File: config.mk
export PLATFORM = sky130hd
export DESIGN_NAME = psl_regs
export DESIGN_NICKNAME = d
export VERILOG_FILES = /design/src/rtl/psl_pkg.sv /design/src/rtl/psl_regs.sv
export SDC_FILE = /design/constraint.sdc
export NUM_CORES = 1
export LEC_CHECK = 0
export BUFFER_PORTS_ARGS = -buffer_cell sky130_fd_sc_hd__buf_4
export CAP_MARGIN = 20
export CORE_MARGIN = 3
export CORE_UTILIZATION = 54
export DETAILED_ROUTE_END_ITERATION = 8
export GPL_ROUTABILITY_DRIVEN = 0
export PLACE_DENSITY = 0.83
export SETUP_SLACK_MARGIN = 0.3
export SLEW_MARGIN = 40
export SYNTH_ARGS = -nofsm -noshare
export SYNTH_HDL_FRONTEND = slang
export SYNTH_SLANG_ARGS = --single-unit
File: constraint.sdc
create_clock -name clk -period 4.3 [get_ports clk]
set_input_delay 0.86 -clock clk [delete_from_list [all_inputs] [get_ports clk]]
set_output_delay 0.86 -clock clk [all_outputs]
set_load 0.1 [all_outputs]
File: src/rtl/psl_pkg.sv
// Package for the planar velocity slew limiter.
// Item, configuration, command and status types plus shared constants.
// No dependencies.
package psl_pkg;

	localparam int VAL_W      = 32;
	localparam int REG_W      = 31;
	localparam int DT_W       = 16;
	localparam int DT_FRAC    = 16;
	localparam int MUL_W      = 33;
	localparam int SQRT_STEPS = 33;
	localparam int DIV_STEPS  = 31;
	localparam int CNT_W      = 6;
	localparam int ADDR_W     = 4;

	// register indexes
	typedef enum logic [1:0] {
		REG_LIN_ACCEL = 2'd0,
		REG_ANG_ACCEL = 2'd1,
		REG_LIN_TOL   = 2'd2,
		REG_ANG_TOL   = 2'd3
	} reg_idx_t;

	typedef struct packed {
		logic [REG_W-1:0] linear_accel;
		logic [REG_W-1:0] angular_accel;
		logic [REG_W-1:0] linear_snap_tolerance;
		logic [REG_W-1:0] angular_snap_tolerance;
	} cfg_t;

	typedef struct packed {
		logic                    func;
		logic signed [VAL_W-1:0] target_vx;
		logic signed [VAL_W-1:0] target_vy;
		logic signed [VAL_W-1:0] target_yaw_rate;
		logic [DT_W-1:0]         time_step;
	} in_item_t;

	typedef struct packed {
		logic signed [VAL_W-1:0] out_vx;
		logic signed [VAL_W-1:0] out_vy;
		logic signed [VAL_W-1:0] out_yaw_rate;
	} out_item_t;

	// datapath commands
	typedef enum logic [4:0] {
		OP_NONE,
		OP_LATCH,
		OP_LOAD,
		OP_LIMLIN,
		OP_LIMANG,
		OP_SQX,
		OP_SQY,
		OP_LIMSQ,
		OP_TAKE,
		OP_SQRT_INIT,
		OP_SQRT_STEP,
		OP_NUMX,
		OP_NUMY,
		OP_DIV_STEP,
		OP_APPLY,
		OP_SNAPX,
		OP_SNAPY,
		OP_TOLSQ,
		OP_FINISH,
		OP_PUBLISH
	} dp_op_t;

	typedef struct packed {
		logic is_load;
		logic dt_zero;
		logic in_reach;
	} dp_status_t;

	typedef enum logic [4:0] {
		S_IDLE,
		S_DISPATCH,
		S_LOAD,
		S_LIMLIN,
		S_LIMANG,
		S_SQX,
		S_SQY,
		S_LIMSQ,
		S_CHECK,
		S_TAKE,
		S_SQRT_INIT,
		S_SQRT,
		S_NUMX,
		S_NUMY,
		S_DIV,
		S_APPLY,
		S_SNAPX,
		S_SNAPY,
		S_TOLSQ,
		S_FINISH,
		S_PUBLISH
	} state_t;

endpackage

File: src/rtl/psl_regs.sv
// APB-style configuration registers of the slew limiter.
// Depends on psl_pkg.
module psl_regs
	import psl_pkg::*;
(
	input  logic              clk,
	input  logic              arst_n,
	input  logic              psel,
	input  logic              penable,
	input  logic              pwrite,
	input  logic [ADDR_W-1:0] paddr,
	input  logic [31:0]       pwdata,
	output logic [31:0]       prdata,
	output logic              pready,
	output cfg_t              cfg
);

	cfg_t     cfg_q;
	reg_idx_t idx;
	logic     wr_en;

	assign idx    = reg_idx_t'(paddr[3:2]);
	assign wr_en  = psel && penable && pwrite;
	assign pready = 1'b1;
	assign cfg    = cfg_q;

	// register writes
	always_ff @(posedge clk or negedge arst_n) begin
		if (!arst_n) begin
			cfg_q.linear_accel           <= REG_W'(1 << 16);
			cfg_q.angular_accel          <= REG_W'(1 << 16);
			cfg_q.linear_snap_tolerance  <= '0;
			cfg_q.angular_snap_tolerance <= '0;
		end else if (wr_en) begin
			unique case (idx)
				REG_LIN_ACCEL: cfg_q.linear_accel           <= pwdata[REG_W-1:0];
				REG_ANG_ACCEL: cfg_q.angular_accel          <= pwdata[REG_W-1:0];
				REG_LIN_TOL:   cfg_q.linear_snap_tolerance  <= pwdata[REG_W-1:0];
				REG_ANG_TOL:   cfg_q.angular_snap_tolerance <= pwdata[REG_W-1:0];
				default:       ;
			endcase
		end
	end

	// read mux
	always_comb begin
		unique case (idx)
			REG_LIN_ACCEL: prdata = {1'b0, cfg_q.linear_accel};
			REG_ANG_ACCEL: prdata = {1'b0, cfg_q.angular_accel};
			REG_LIN_TOL:   prdata = {1'b0, cfg_q.linear_snap_tolerance};
			REG_ANG_TOL:   prdata = {1'b0, cfg_q.angular_snap_tolerance};
			default:       prdata = '0;
		endcase
	end

endmodule

Word-level counts from Yosys, hierarchy flattened
Index checks and enable logic that the tools add are counted.

operators by class
  reduce and logical (&&, ||, !) cells = 7
  multiplexer cells = 1
  equality and inequality tests = 3

operators with widths
  kind                number
  $pmux 32 s4         1
  $reduce_and 2->1    4
  $eq 2x2->1 const B  2
  $eq 2x1->1 const B  1
  $logic_and 1x1->1   2
  $logic_not 2->1     1

storage, ports and cells
  output and inout port bits = 157
  register bits after elaboration = 124

Depth between registers and ports, before layout
  word-level depth = 3
  mapped depth = 6

Worst setup path after synthesis
Ideal clock, no wire load.

  path kind = input -> output
  start = input paddr[2]
  end = output prdata[0]
  data required time = 3.440 ns
  path buffers = 2
  path slack = 1.357 ns
  data arrival time = 2.083 ns
  stages on the path = 3
  cells stage by stage = buf_4 buf_2 mux4_2

on the way
  longest elaborated chain between the ends = 2

RTL lines
  what                                      RTL line        text
  start: declaration                        psl_regs.sv:11  input logic [ADDR_W-1:0] paddr,
  $eq 2x2->1, or another cell as far along  psl_regs.sv:47  unique case (idx)
  $pmux 32 s4 (*)                           psl_regs.sv:47
  end: declaration                          psl_regs.sv:13  output logic [31:0] prdata,

Mark *: on every way between the ends. The rest lies on a longest branch, timed or not. The select of a mux whose other input is x is not followed.

Worst setup path in the final report
  start = input paddr[2]
  end = output prdata[18]

Same word-level chain as after synthesis.

==> out/results.tsv <==
metric	value	unit
ys_seq_area_share	56.3	%
grt_start_max_net_pins	71	
rows	36	
tightest_slew	0.692	ns
worstSkewPairLatency	0.51	ns
final_common_cell	buf_4	
drt-initial-drc-count	132	
timing.critical_path.fanout_max	34	
critical_path_required	3.44	ns
synth.ff_latch_count	124	
clk_path_buf_depth	2	
cap_viol_max_count	0	
regToRegEndpoint	cfg[72]	
antenna_found_initial	0	
cts_setup_buffers	0	
grt_setup_unrepaired	no	
setup_tns	0	ns
global_route.usage.total	24.6	%
placed_cells	619	
cts_made_buffers	17	
die_y	107	um
grt_pass1_wl	21200	um
worstSetupEndpointType	output pin	
cts_hold_repair.buffers	0	
coreArea	9860	um2
grt-ovfl-total	0	
dp_hpwl	9010	um
vias_per_cell	5.54	
cells_on_worst_reg2reg_path	1	
arrival	2.29	ns
final_util	77.2	%
wl	13600	um
fin_nets	546	
clock_skew	0	ns
avgRoutedWirePerCell	20.9	um
ant_diodes	0	
post_layout_nonfiller_instances	651	
clock-root-buffer	clkbuf_8	
hold_viol	0	
fraction_of_layout_cells_with_a_size_suffix_above_1	74.9	%
clkTransAtPathRegs	0.06	ns
setup_viols_final	0	
synth_nets	353	
ys_warn_count	0	
fin_worst_hold_slack	0.331	ns
crit_type	in2out	
outcome	complete, no violations	
slew_viol_final	0	
syn_avg_cell_area	17.7	um2
ant_nets	0	
netlist_instances	312	
reg2reg_setup_slack	3.47	ns
cts.htree.levels	4	
die-area	11500	um2
fp.dieW	107	um
tritoncts	yes	
io_pins	198	
post_synth_instance_area	5520	um2
remaining_drc_errors	0	
final.fill_count	620	
initial_utilization	55.9	%
first_pass_iters	4	
timing.final.crit_share	73.3	%
number_of_global_route_vias_before_repair	3772	
syn_to_final_growth	38.0	%
detailroute.via_count	3605	
synth_cell_type_count	17	
most-common-layout-cells	buf_4, dfrtp_1, mux2_2	
hold_path_class	in2async	
largest_register_ffs	124	
r2r-start	cfg[72]	
post-route-min-period	3.15	ns
max_freq	317	MHz
timing.slew.headroom	53.9	%
startpoint_class_of_the_critical_path	primary input	
cts_num_sinks	124	
post_cts.resized_instances	0	
buffer_ports.inserted	192	
==> per-layer routing <==
layer	vias up	routed length, um	global-route usage [%]
met5	-	0	0
met2	158	6920	40.3
met3	18	1040	7.22
met4	0	248	8.31
met1	1881	5420	31.4
li1	1548	-	-
==> logic make-up (layout without fill, tap and decap cells) <==
kind of cell	Yosys count	count (layout)	synth area share [%]
flops	124	124	56.3
mux	155	155	40.0
buf+inv	25	231	2.97
simple gates	6	6	0.590
other cells	2	2	0.136
==> synth_stat cells (all sizes together) <==
master,n,share of area (%)
buf,20,2.6
clkbuf,4,0.27
conb,2,0.14
dfrtp,122,55
dfstp,2,0.95
inv,1,0.068
mux2,124,27
mux4,31,13
nand3,1,0.091
nand4,1,0.11
nor2,1,0.068
nor3,1,0.091
or2,1,0.11
or3,1,0.11
==> worst max path at each step <==
stage	cells after the start	from	endpoint	slack [ns]
after CTS	3	paddr[2]	prdata[18]	1.11
after global placement	3	paddr[2]	prdata[13]	1.14
after floorplan	3	paddr[2]	prdata[0]	1.36
final	3	paddr[2]	prdata[18]	1.15
after detailed placement	3	paddr[2]	prdata[18]	1.12
after global routing	3	paddr[2]	prdata[18]	1.04
==> worst max-delay path, stage by stage <==
cell	delay [ns]
buf_4	0.55
mux4_2	0.61
buf_4	0.26
==> per-stage QoR <==
step	instance area, um2	setup WS, ns
2_1_floorplan	5520	1.36
3_3_place_gp	7020	1.14
3_5_place_dp	7030	1.12
4_1_cts	7610	1.11
5_1_grt	7610	1.04
6_report	7610	1.15
==> area by class of cell <==
class | count | area (um2) | share of cell area, %
Multi-Input combinational cell | 163 | 2260 | 29.7
Timing Repair Buffer | 198 | 1490 | 19.6
Clock inverter | 11 | 144 | 1.89
Clock buffer | 21 | 439 | 5.77
Inverter | 1 | 3.75 | 0.0493
Sequential cell | 124 | 3110 | 40.8
Tap cell | 133 | 166 | 2.19
Power is left out: the tool's default activity adds up to more than one toggle a clock period on the data nets, which glitch-free logic cannot reach.
