`config.mk`:
```
export PLATFORM = sky130hd
export DESIGN_NAME = psl_ctrl
export DESIGN_NICKNAME = d
export VERILOG_FILES = /design/src/rtl/psl_pkg.sv /design/src/rtl/psl_ctrl.sv
export SDC_FILE = /design/constraint.sdc
export NUM_CORES = 1
export LEC_CHECK = 0
export ABC_AREA = 1
export ABC_CLOCK_PERIOD_IN_PS = 2000
export CAP_MARGIN = 5
export CORE_ASPECT_RATIO = 1.1
export CORE_MARGIN = 2
export CORE_UTILIZATION = 45
export DETAILED_ROUTE_END_ITERATION = 8
export DONT_BUFFER_PORTS = 1
export GPL_ROUTABILITY_DRIVEN = 1
export SKIP_CTS_REPAIR_TIMING = 1
export SYNTH_ARGS = -nofsm -noshare
export SYNTH_HDL_FRONTEND = slang
export SYNTH_SLANG_ARGS = --single-unit
```
`constraint.sdc`:
```
create_clock -name clk -period 2 [get_ports clk]
set_clock_uncertainty 0.1 [all_clocks]
set_input_delay 0.6 -clock clk [delete_from_list [all_inputs] [get_ports clk]]
set_output_delay 0.6 -clock clk [all_outputs]
set_load 0.05 [all_outputs]
```
`src/rtl/psl_pkg.sv`:
```
// Package for the planar velocity slew limiter.
// Item, configuration, command and status types plus shared constants.
// No dependencies.
package psl_pkg;

	localparam int VAL_W      = 32;
	localparam int REG_W      = 31;
	localparam int DT_W       = 16;
	localparam int DT_FRAC    = 16;
	localparam int MUL_W      = 33;
	localparam int SQRT_STEPS = 33;
	localparam int DIV_STEPS  = 31;
	localparam int CNT_W      = 6;
	localparam int ADDR_W     = 4;

	// register indexes
	typedef enum logic [1:0] {
		REG_LIN_ACCEL = 2'd0,
		REG_ANG_ACCEL = 2'd1,
		REG_LIN_TOL   = 2'd2,
		REG_ANG_TOL   = 2'd3
	} reg_idx_t;

	typedef struct packed {
		logic [REG_W-1:0] linear_accel;
		logic [REG_W-1:0] angular_accel;
		logic [REG_W-1:0] linear_snap_tolerance;
		logic [REG_W-1:0] angular_snap_tolerance;
	} cfg_t;

	typedef struct packed {
		logic                    func;
		logic signed [VAL_W-1:0] target_vx;
		logic signed [VAL_W-1:0] target_vy;
		logic signed [VAL_W-1:0] target_yaw_rate;
		logic [DT_W-1:0]         time_step;
	} in_item_t;

	typedef struct packed {
		logic signed [VAL_W-1:0] out_vx;
		logic signed [VAL_W-1:0] out_vy;
		logic signed [VAL_W-1:0] out_yaw_rate;
	} out_item_t;

	// datapath commands
	typedef enum logic [4:0] {
		OP_NONE,
		OP_LATCH,
		OP_LOAD,
		OP_LIMLIN,
		OP_LIMANG,
		OP_SQX,
		OP_SQY,
		OP_LIMSQ,
		OP_TAKE,
		OP_SQRT_INIT,
		OP_SQRT_STEP,
		OP_NUMX,
		OP_NUMY,
		OP_DIV_STEP,
		OP_APPLY,
		OP_SNAPX,
		OP_SNAPY,
		OP_TOLSQ,
		OP_FINISH,
		OP_PUBLISH
	} dp_op_t;

	typedef struct packed {
		logic is_load;
		logic dt_zero;
		logic in_reach;
	} dp_status_t;

	typedef enum logic [4:0] {
		S_IDLE,
		S_DISPATCH,
		S_LOAD,
		S_LIMLIN,
		S_LIMANG,
		S_SQX,
		S_SQY,
		S_LIMSQ,
		S_CHECK,
		S_TAKE,
		S_SQRT_INIT,
		S_SQRT,
		S_NUMX,
		S_NUMY,
		S_DIV,
		S_APPLY,
		S_SNAPX,
		S_SNAPY,
		S_TOLSQ,
		S_FINISH,
		S_PUBLISH
	} state_t;

endpackage

```
`src/rtl/psl_ctrl.sv`:
```
// Controller of the slew limiter: sequences datapath commands per item
// and owns the handshake flags. Depends on psl_pkg.
module psl_ctrl
	import psl_pkg::*;
(
	input  logic       clk,
	input  logic       arst_n,
	input  logic       in_valid,
	input  logic       out_stall,
	input  dp_status_t status,
	output logic       in_stall,
	output logic       out_valid,
	output dp_op_t     op
);

	state_t           state_q, state_nx;
	logic [CNT_W-1:0] cnt_q;
	logic             out_valid_q;
	logic             out_free;
	logic             last_sqrt, last_div;

	assign out_free  = !out_valid_q || !out_stall;
	assign last_sqrt = (cnt_q == CNT_W'(SQRT_STEPS - 1));
	assign last_div  = (cnt_q == CNT_W'(DIV_STEPS - 1));
	assign in_stall  = (state_q != S_IDLE);
	assign out_valid = out_valid_q;

	// next state
	always_comb begin
		state_nx = state_q;
		unique case (state_q)
			S_IDLE:      if (in_valid) state_nx = S_DISPATCH;
			S_DISPATCH: begin
				if (status.is_load)      state_nx = S_LOAD;
				else if (status.dt_zero) state_nx = S_PUBLISH;
				else                     state_nx = S_LIMLIN;
			end
			S_LOAD:      state_nx = S_PUBLISH;
			S_LIMLIN:    state_nx = S_LIMANG;
			S_LIMANG:    state_nx = S_SQX;
			S_SQX:       state_nx = S_SQY;
			S_SQY:       state_nx = S_LIMSQ;
			S_LIMSQ:     state_nx = S_CHECK;
			S_CHECK:     state_nx = status.in_reach ? S_TAKE : S_SQRT_INIT;
			S_TAKE:      state_nx = S_SNAPX;
			S_SQRT_INIT: state_nx = S_SQRT;
			S_SQRT:      if (last_sqrt) state_nx = S_NUMX;
			S_NUMX:      state_nx = S_NUMY;
			S_NUMY:      state_nx = S_DIV;
			S_DIV:       if (last_div) state_nx = S_APPLY;
			S_APPLY:     state_nx = S_SNAPX;
			S_SNAPX:     state_nx = S_SNAPY;
			S_SNAPY:     state_nx = S_TOLSQ;
			S_TOLSQ:     state_nx = S_FINISH;
			S_FINISH:    if (out_free) state_nx = S_IDLE;
			S_PUBLISH:   if (out_free) state_nx = S_IDLE;
			default:     state_nx = S_IDLE;
		endcase
	end

	// command decode
	always_comb begin
		unique case (state_q)
			S_IDLE:      op = in_valid ? OP_LATCH : OP_NONE;
			S_LOAD:      op = OP_LOAD;
			S_LIMLIN:    op = OP_LIMLIN;
			S_LIMANG:    op = OP_LIMANG;
			S_SQX:       op = OP_SQX;
			S_SQY:       op = OP_SQY;
			S_LIMSQ:     op = OP_LIMSQ;
			S_TAKE:      op = OP_TAKE;
			S_SQRT_INIT: op = OP_SQRT_INIT;
			S_SQRT:      op = OP_SQRT_STEP;
			S_NUMX:      op = OP_NUMX;
			S_NUMY:      op = OP_NUMY;
			S_DIV:       op = OP_DIV_STEP;
			S_APPLY:     op = OP_APPLY;
			S_SNAPX:     op = OP_SNAPX;
			S_SNAPY:     op = OP_SNAPY;
			S_TOLSQ:     op = OP_TOLSQ;
			S_FINISH:    op = out_free ? OP_FINISH : OP_NONE;
			S_PUBLISH:   op = out_free ? OP_PUBLISH : OP_NONE;
			default:     op = OP_NONE;
		endcase
	end

	// state, iteration counter and output flag
	always_ff @(posedge clk or negedge arst_n) begin
		if (!arst_n) begin
			state_q     <= S_IDLE;
			cnt_q       <= '0;
			out_valid_q <= 1'b0;
		end else begin
			state_q <= state_nx;
			if ((state_q == S_SQRT && !last_sqrt) || (state_q == S_DIV && !last_div))
				cnt_q <= cnt_q + 1'b1;
			else
				cnt_q <= '0;
			if (op == OP_FINISH || op == OP_PUBLISH)
				out_valid_q <= 1'b1;
			else if (!out_stall)
				out_valid_q <= 1'b0;
		end
	end

`ifndef NO_ASSERTIONS
	// a result is written only into a free output register
	a_out_free: assert property (@(posedge clk) disable iff (!arst_n)
		(op == OP_FINISH || op == OP_PUBLISH) |-> (!out_valid_q || !out_stall))
		else $error("output register overwritten");
	// an accepted item starts dispatch on the next cycle
	a_dispatch: assert property (@(posedge clk) disable iff (!arst_n)
		(in_valid && !in_stall) |=> (state_q == S_DISPATCH))
		else $error("accepted item not dispatched");
	// iteration counter stays inside the longest loop
	a_cnt_range: assert property (@(posedge clk) disable iff (!arst_n)
		cnt_q < CNT_W'(SQRT_STEPS))
		else $error("iteration counter out of range");
`endif

endmodule

```
; Yosys cells after proc, flatten, opt, wreduce, memory -nomap -nowiden
; Index checks and enable logic that the tools add are counted.
[totals]
regBits = 12
in_bits = 7
out_inout_bits = 7
word_cells = 62
[classes]
addsub = 1
eq_ne = 29
mux = 15
n_reduce_logical = 14
[ops]
columns = op, count
row1 = $pmux 5 s19, 2
row2 = $eq 5x4->1 const B, 8
row3 = $mux 5, 8
row4 = $eq 5x5->1 const B, 7
row5 = $eq 5x3->1 const B, 4
row6 = $eq 5x2->1 const B, 2
row7 = $add 6x1->6 const B, 1
row8 = $eq 6x5->1 const B, 1
row9 = $eq 6x6->1 const B, 1
row10 = $mux 6, 1
row11 = $ne 2x2->1 const B, 3
row12 = $eq 5x1->1 const B, 1
row13 = $logic_not 5->1, 1
row14 = $reduce_bool 5->1, 1
row15 = $logic_not 1->1, 4
row16 = $ne 2x1->1 const B, 2
row17 = $reduce_and 4->1, 1
row18 = $reduce_or 2->1, 2
row19 = $logic_or 1x1->1, 3
row20 = $mux 1, 3
row21 = $logic_and 1x1->1, 2
row22 = $mux 2, 1

; Logic depth before layout (Yosys ltp)
[logic_depth]
ltp_word = 7
mapped_depth = 10
ltp_nobuf = 10

; Worst setup path before layout
; No wires, ideal clock.
[synth_path]
path_type = flip-flop to output port
startpoint = register state_q[1]
endpoint = output op[0]
t_arrival_ns = 1.841
t_required_ns = 1.300
path_slack_ns = -0.541
stages_incl_launch_ff = 6
path_buffers = 0
cell_sequence = dfrtp_1 -> nor2_4 -> nand2_1 -> nor2_1 -> inv_1 -> o211ai_1
[synth_via]
elab_chain_len = 2
elab_cells_between_ends = 20
cone_classes = eq/ne: 18 / mux: 1 / reduce/logical: 1
[synth_rtl]
columns = item, line
row1 = from (decl), psl_ctrl.sv:16  ; state_t state_q, state_nx;
row2 = from (signal assigned), psl_ctrl.sv:94  ; state_q <= state_nx;
row3 = "$eq 5x5->1, or another cell as far along", psl_ctrl.sv:63  ; unique case (state_q)
row4 = $pmux 5 s19 *, psl_ctrl.sv:63
row5 = to (decl), psl_ctrl.sv:13  ; output dp_op_t op
; Every way passes the cells marked *; elsewhere a longest branch is shown, timed or not.

; Final worst setup path
[layout_path]
startpoint = register state_q[0]
endpoint = output op[0]
; The elaborated chain is that of the path after synthesis.

==> impl_metrics.csv <==
group,metric,value,unit
logic_synthesis,post-synth-top-count-cell,"nand2_1",
run_status,status,"finished with violations",
setup_path,cp_data_arrival_time,1600,ps
layout,post_route_cell_area,1330,sq um
setup_path,critical_path.cell_chain,"nor2_4, nand2_2, nor2_2, inv_2, o211ai_1, buf_4",
sta,max_clock_freq,435,MHz
setup_path,worst_setup_path_start_kind,"flip-flop",
setup_path,crit_path_kind,"flip-flop to output port",
layout,layout.nets,195,
setup_path,largest_delay_share_family_worst_path,"flip-flops",
worst_hold_path,holdPathEnd,"cnt_q[0]",
logic_synthesis,synth.lib_cells_used.distinct,23,
run_status,violated_checks,"setup timing",
grt,grt_overflow_total,0,
sta,max_slew_margin_vs_limit,65.6,%
grt,grt_use_total,22.1,%
placement,buffer_ports.inserted,0,
setup_path,critical-path-slowest-cell,"dfrtp_2",
floorplan,top_level_ports,14,
sta,report.final.hold_viol_count,0,
worst_hold_path,min-delay-path-class,"flip-flop to flip-flop",
logic_synthesis,synth_warnings,0,
logic_synthesis,syn_area,978,sq um
placement,detailed_place.area,1210,sq um
route,totalWireLength,2590,um
sta,tightest_slew,514,ps
sta,setup_slack,-297,ps
route,routed_via_density,5.00,
setup_path,cp_num_buf_inv,2,
route,average_wire_per_cell_in_the_routed_design,12.2,um
route,postRouteAntennaNets,0,
logic_synthesis,leading_area_contributor_after_synthesis,"dfrtp_1",
cts,cts-root-to-sink-buffers,2,
grt,first_global_vias,969,
placement,post-dp-hpwl,2050,um
placement,gp_congestion,0.910,
floorplan,die_y,52.9,um
sta,timing.final.max_slew_violations,0,
power,power_density,1710,nW/um^2
logic_synthesis,flip_flop_cell_with_the_highest_count_after_synthesis,"dfrtp_1",
sta,timing.final.setup_violations,6,
setup_path,critPathCaptureType,"output port",
floorplan,placementRows,17,
logic_synthesis,synthTopCellsByCount,"nand2_1, nor2_1, inv_1, dfrtp_1, nand3_1",
setup_path,setup_slack_reg_to_reg,360,ps
floorplan,start_util,47.9,%
logic_synthesis,gate_count_after_technology_mapping,158,
sta,layout_min_cycle_time,2300,ps
logic_synthesis,synth_enable_flop_cells,0,
logic_synthesis,ys_seq_area_share,30.7,%
setup_path,critical_path.reg2reg.startpoint,"state_q[0]",
logic_synthesis,synth.avg_cell_area,6.19,sq um
sta,holdWs,391,ps
floorplan,fp.dieArea,2560,sq um
layout,antenna-diode-count,0,
logic_synthesis,ys_top_cells_by_area,"dfrtp_1, nand2_1, nor2_1",
power,power_leakage,0.000695,uW
route,remaining_drc_errors,0,
worst_hold_path,hold-path-cell-count,1,
sta,layout_worst_path_cycle_share,115,%
route,drt_first_iter_violations,23,
cts,cts_max_level,1,
power,ir_worst_vdd,0.00109,V
layout,area_delta_synth_final,35.8,%
worst_hold_path,hold_path.startpoint,"cnt_q[0]",
layout,drive_gt1_share,33.2,%
sta,final.setup.tns,-1370,ps
route,drt_first_pass_iters,6,
setup_path,peak_fanout_along_the_critical_path,8,
cts,tritoncts,"yes",
cts,cts.sinks,12,
layout,postLayoutCoreUtil,65.1,%
floorplan,fp.dieW,48.5,um
cts,cts_made_buffers,3,
flow_run,cap_viol_max_count,0,
setup_path,max_stage_delay,470,ps
logic_synthesis,synth_async_sr_flop_share,100,%
grt,largest_net_degree_at_the_start_of_global_routing,13,
route,overall_via_count_from_detail_route,1060,
sta,grt_setup_unrepaired,"true",
grt,grt_antenna_before_repair,0,
setup_path,worst_r2r_path_depth,7,
logic_synthesis,share_of_yosys_cell_area_claimed_by_the_top_area_cell_type,30.7,%
logic_synthesis,synthesis.nets,168,
placement,detailedPlace.worstSlack,-136,ps
setup_path,r2r-end,"state_q[1]",
setup_path,worst-endpoint-required,1300,ps
cts,path_clk_slew,70,ps
cts,worstSkewPairLatency,270,ps
grt,grt_pass1_wl,4290,um
logic_synthesis,ys_seq_elements,12,
floorplan,placeableCoreArea,2040,sq um
cts,cts.root.buffer_cell,"clkbuf_4",
## stage by stage
step                std cells  total power (uW)
floorplan                 158              1360
global placement          206              1920
detailed placement        206              1940
CTS                       210              2130
global route              212              2430
finish                    212              2270
## worst max-delay path by stage
stage,start,endpoint,slack (ps),cells past startpoint
finish,state_q[0],op[0],-300,6
global route,state_q[2],op[0],-410,7
CTS,state_q[2],op[0],-440,6
detailed placement,state_q[2],op[0],-140,6
global placement,state_q[1],op[0],-120,7
floorplan,state_q[1],op[0],-460,5
## cell usage in the layout, fill, tap and decap left out, types with 2 or more instances in the layout
master	netlist	layout
dfrtp_2	0	6
nand3_2	2	4
xor2_1	2	2
ha_1	3	3
buf_12	0	3
dfrtp_1	12	6
inv_2	1	4
a21oi_1	2	2
nand2_2	0	6
nand3_1	10	8
a31oi_1	2	2
nor2_4	1	3
buf_4	0	19
clkbuf_4	0	3
inv_1	23	20
nor2_1	37	28
o21ai_2	0	2
nand2_1	42	36
nor3_1	3	3
nor2_2	0	7
o21ai_0	6	3
nand4_1	4	4
## state kept, by name, summed over array words and instances (netlist names)
register   cells
state_q        5
cnt_q          6
out_valid      1
## power by group
group / switching, uW / internal, uW
logic: 1020 / 632
registers: 112 / 314
clock network: 78.3 / 111
## final cells by class
cell class,count,area (sq um)
Fill cell,201,713
Multi-Input combinational cell,121,647
Sequential cell,12,308
Timing Repair Buffer,23,213
Inverter,24,90.1
Clock buffer,4,36.3
Tap cell,28,35.0
## kinds of logic (layout without fill, tap and decap cells)
logic type	after synthesis	count (layout)	synth area share [%]
fa+ha+maj	3	3	3.84
buf+inv	25	51	10.4
flops	12	12	30.7
simple gates	101	101	44.0
compound gates	14	14	8.44
xor+xnor	3	3	2.69
## layer usage
layer	vias up	part of all wire (%)	track usage, %
met5	-	0	0
met4	0	0.50	4.29
met3	2	5.1	5.65
met2	24	46	36.6
met1	485	48	29.6
li1	549	-	-
No activity file was read; power rests on OpenSTA's default activity.
